--- src/design/gfa_ram.sv ---
// ----------------------------------------------------------------------------
// gfa_ram
// Generic single-write, single-read RAM with registered read data.
// ----------------------------------------------------------------------------
module gfa_ram #(
  parameter int WIDTH = 8,
  parameter int DEPTH = 16
) (
  input  logic                     clk,
  input  logic                     we,
  input  logic [$clog2(DEPTH)-1:0] waddr,
  input  logic [WIDTH-1:0]         wdata,
  input  logic [$clog2(DEPTH)-1:0] raddr,
  output logic [WIDTH-1:0]         rdata
);

  logic [WIDTH-1:0] mem [DEPTH];
  logic [WIDTH-1:0] rdata_r;

  always_ff @(posedge clk) begin
    if (we) begin
      mem[waddr] <= wdata;
    end
    rdata_r <= mem[raddr];
  end

  assign rdata = rdata_r;

endmodule
--- config.mk ---
export PLATFORM = sky130hd
export DESIGN_NAME = gfa_ram
export DESIGN_NICKNAME = d
export VERILOG_FILES = /design/src/design/gfa_ram.sv
export SDC_FILE = /design/constraint.sdc
export NUM_CORES = 1
export LEC_CHECK = 0
export ABC_AREA = 0
export BUFFER_PORTS_ARGS = -buffer_cell sky130_fd_sc_hd__clkbuf_2
export CORE_AREA = 2 2 83 125
export DETAILED_ROUTE_END_ITERATION = 8
export DIE_AREA = 0 0 85 127
export GPL_TIMING_DRIVEN = 0
export PLACE_DENSITY = 0.73
export SYNTH_ARGS = -nofsm -noshare
export SYNTH_HDL_FRONTEND = slang
export SYNTH_SLANG_ARGS = --single-unit
--- constraint.sdc ---
create_clock -name clk -period 2.1 [get_ports clk]
set_clock_uncertainty 0.2 [all_clocks]
set_input_delay 0.525 -clock clk [delete_from_list [all_inputs] [get_ports clk]]
set_output_delay 0.525 -clock clk [all_outputs]
set_load 0.03 [all_outputs]
==> results.md <==
* GR Util All Layers at between 10% and 20%
* Final TNS setup at 0 ns
* Power Total at 0.00622 W
* Port Buffers at 24
* Count leader, synth: edfxtp_1
* Worst EP required at 1.93 ns
* Crit path largest cell delay at 0.67 ns
* Die W at 85 microns
* CTS tree: done
* Row cnt at 44
* Ant. Diodes at 0
* P_leak at between 2 and 2.5 nW
* Peak VDD IR at 0.851 mV
* Setup CP Type: input pin to register
* Post-synth top area share at 74.7%
* Vias in the first global route at between 2,000 and 2,500
* Hold Path Class: input pin to register
* Via/cell ratio at approximately 6.1
* DR DRC count at 0
* Post-cts resize count at 0
* Sink Count at 136
* Min Tclk post-route at 2.00 ns
* Filler cells at approximately 650
* Crit. End Element: register
* Wirelength per Cell at 23.8 microns
* Status: finished, final reports clean
* Global-route wire length before repair at about 14,000 microns
* Largest area contributor in the netlist: edfxtp_1
* Post-Syn Area at 0.00515 sq mm
* Final WL at 9520 microns
* Reg2reg setup slack at approximately 0.44 ns
* Core Box Area at 0.00963 sq mm
* Via count at 2,435
* Worst-Margin Slew at approximately 1.2 ns
* Gr ovfl total at 0
* Post-CTS Setup Inserts at 0
* Starting density of the core at 53.4%
* Worst-path maximum fanout at 8
* Post-synth EDFFs at ~130
* Largest net degree at the start of global routing at 17
* Ys flop type: edfxtp_1
* Fraction of registers with async set/reset at 0%
* Clock slew at reported path FFs at 0.05 ns
* Clk buf depth at 2
* Final instance count without filler cells at 400
* Library cells used by synthesis at 19
* Crit-path cells: clkbuf_2 -> or3b_2 -> nor2_1
* Setup violations, final at 0
* Die ar. at between 0.01 and 0.015 sq mm
* Inst Count DP at roughly 370
* Slew Viols, Final at 0
* Hold buffer count at cts at 0
* Hold WS at 0.363 ns
* Final ANT Viol Nets at 0
* YS warnings at 0
* Initial antenna violation count at 0
* P&R area growth vs syn at 16.5%
* Top post-synthesis cells by count: 128 x edfxtp_1, 18 x mux4_2, 16 x a22oi_1, 14 x mux4_1, 13 x nor2_1
* Worst endpoint data arrival time at about 1.8 ns
* DR pass1 iterations at 5
* Crit share post-route at 95.3%
* IO Pins at 26
* Clock root cell: clkbuf_16
* RSZ-0062 raised after global routing: false
* Max Cap Violations at 0
* CTS Buf Count at 17
* Hold Vio Cnt, Final at 0
* Synthesis-stage register bit count at 136
* Share of the yosys chip area belonging to registers at 77.8%
* Mapped Cells at ~230
* Layout cell share with drive strength beyond 1 at 27.7%
* Max Clk Rate at 0.500 GHz
* Layout Nets at 290
* Rel. slew slack at roughly 17%
* Buf/Inv on CP at 1
* Chip height at ~130 microns
* H-tree lvl count at 4
* Synth Net Count at 247
* CP Launch Type: input pin
* Post-DP HPWL at 6180 microns
* Worst skew pair latency at 0.41 ns
* Largest cells by area after synthesis: edfxtp_1 75%, mux4_2 7.9%, mux4_1 7.1%
* 1st-iter DRT viols at 193
* PwrDens at about 1000 mW/mm^2
* Crit-path leading delay family: simple AND/OR/NAND/NOR gates
* Critical-path top delay cell: nor2_1
* Syn Area/Cell at 22.5 sq um
* GP Congestion at 0.871
[metrics by stage]
stage               area [sq um]  utilization [%]  setup slack, ns
floorplan                   5150                -            0.109
global placement            5420             56.2           -0.425
detailed placement          5420             56.2           -0.388
CTS                         5990             62.1           0.0395
global route                6000             62.2           0.0340
finish                      6000             62.2           0.0996
[where the power goes]
part / total (W) / internal (W) / switching (W)
Sequential: 0.00305 / 0.00304 / 0.0000144
Clock: 0.00284 / 0.00184 / 0.00101
Combinational: 0.000322 / 0.000120 / 0.000202
Total: 0.00622 / 0.00499 / 0.00122
[flip-flops by register name (all words and copies together), names as in the netlist]
| signal | cells |
|---|---|
| rdata | 8 |
| mem | 128 |
[layout make-up]
class	count	area, sq um	area share (%)
clock buffer	20	437	7.28
multi-input combinational	83	1070	17.9
tap	115	144	2.40
buffer	10	86.3	1.44
sequential	136	4000	66.8
timing repair buffer	24	120	2.00
clock inverter	12	133	2.21
[cell usage in the layout (no fill, tap or decap), types with 6 or more instances in the layout]
cell type  count
nand2_1        9
clkinv_1       6
clkbuf_16     17
clkbuf_2      24
edfxtp_1     128
a22oi_1       16
nor2_1        13
mux4_1        14
dfxtp_1        8
mux4_2        18
[cells by family (layout without fill, tap and decap cells)]
logic type	count (synthesis)	in the layout	synth area share (%)
AO/OA/AOI/OAI	16	16	2.33
multiplexers	32	32	15.0
buffers and inverters	10	66	1.68
flip-flops	136	136	77.8
AND/OR/NAND/NOR	35	35	3.18
[per-layer routing]
metal / wire (microns) / track usage, %
met3: 521 / 4.59
met1: 3760 / 23.7
met5: 0 / 0
met2: 4800 / 30.8
met4: 439 / 12.2
[worst paths after layout]
path | startpoint | end | cells after the start
max | waddr[2] | mem[1][6]$_DFFE_PP_ | 3
min reg2reg | mem[14][1]$_DFFE_PP_ | rdata[1]$_DFF_P_ | 3
max reg2reg | mem[0][2]$_DFFE_PP_ | rdata[2]$_DFF_P_ | 3
min | wdata[6] | mem[6][6]$_DFFE_PP_ | 1
Note: power is estimated with default switching activity, not from simulation.
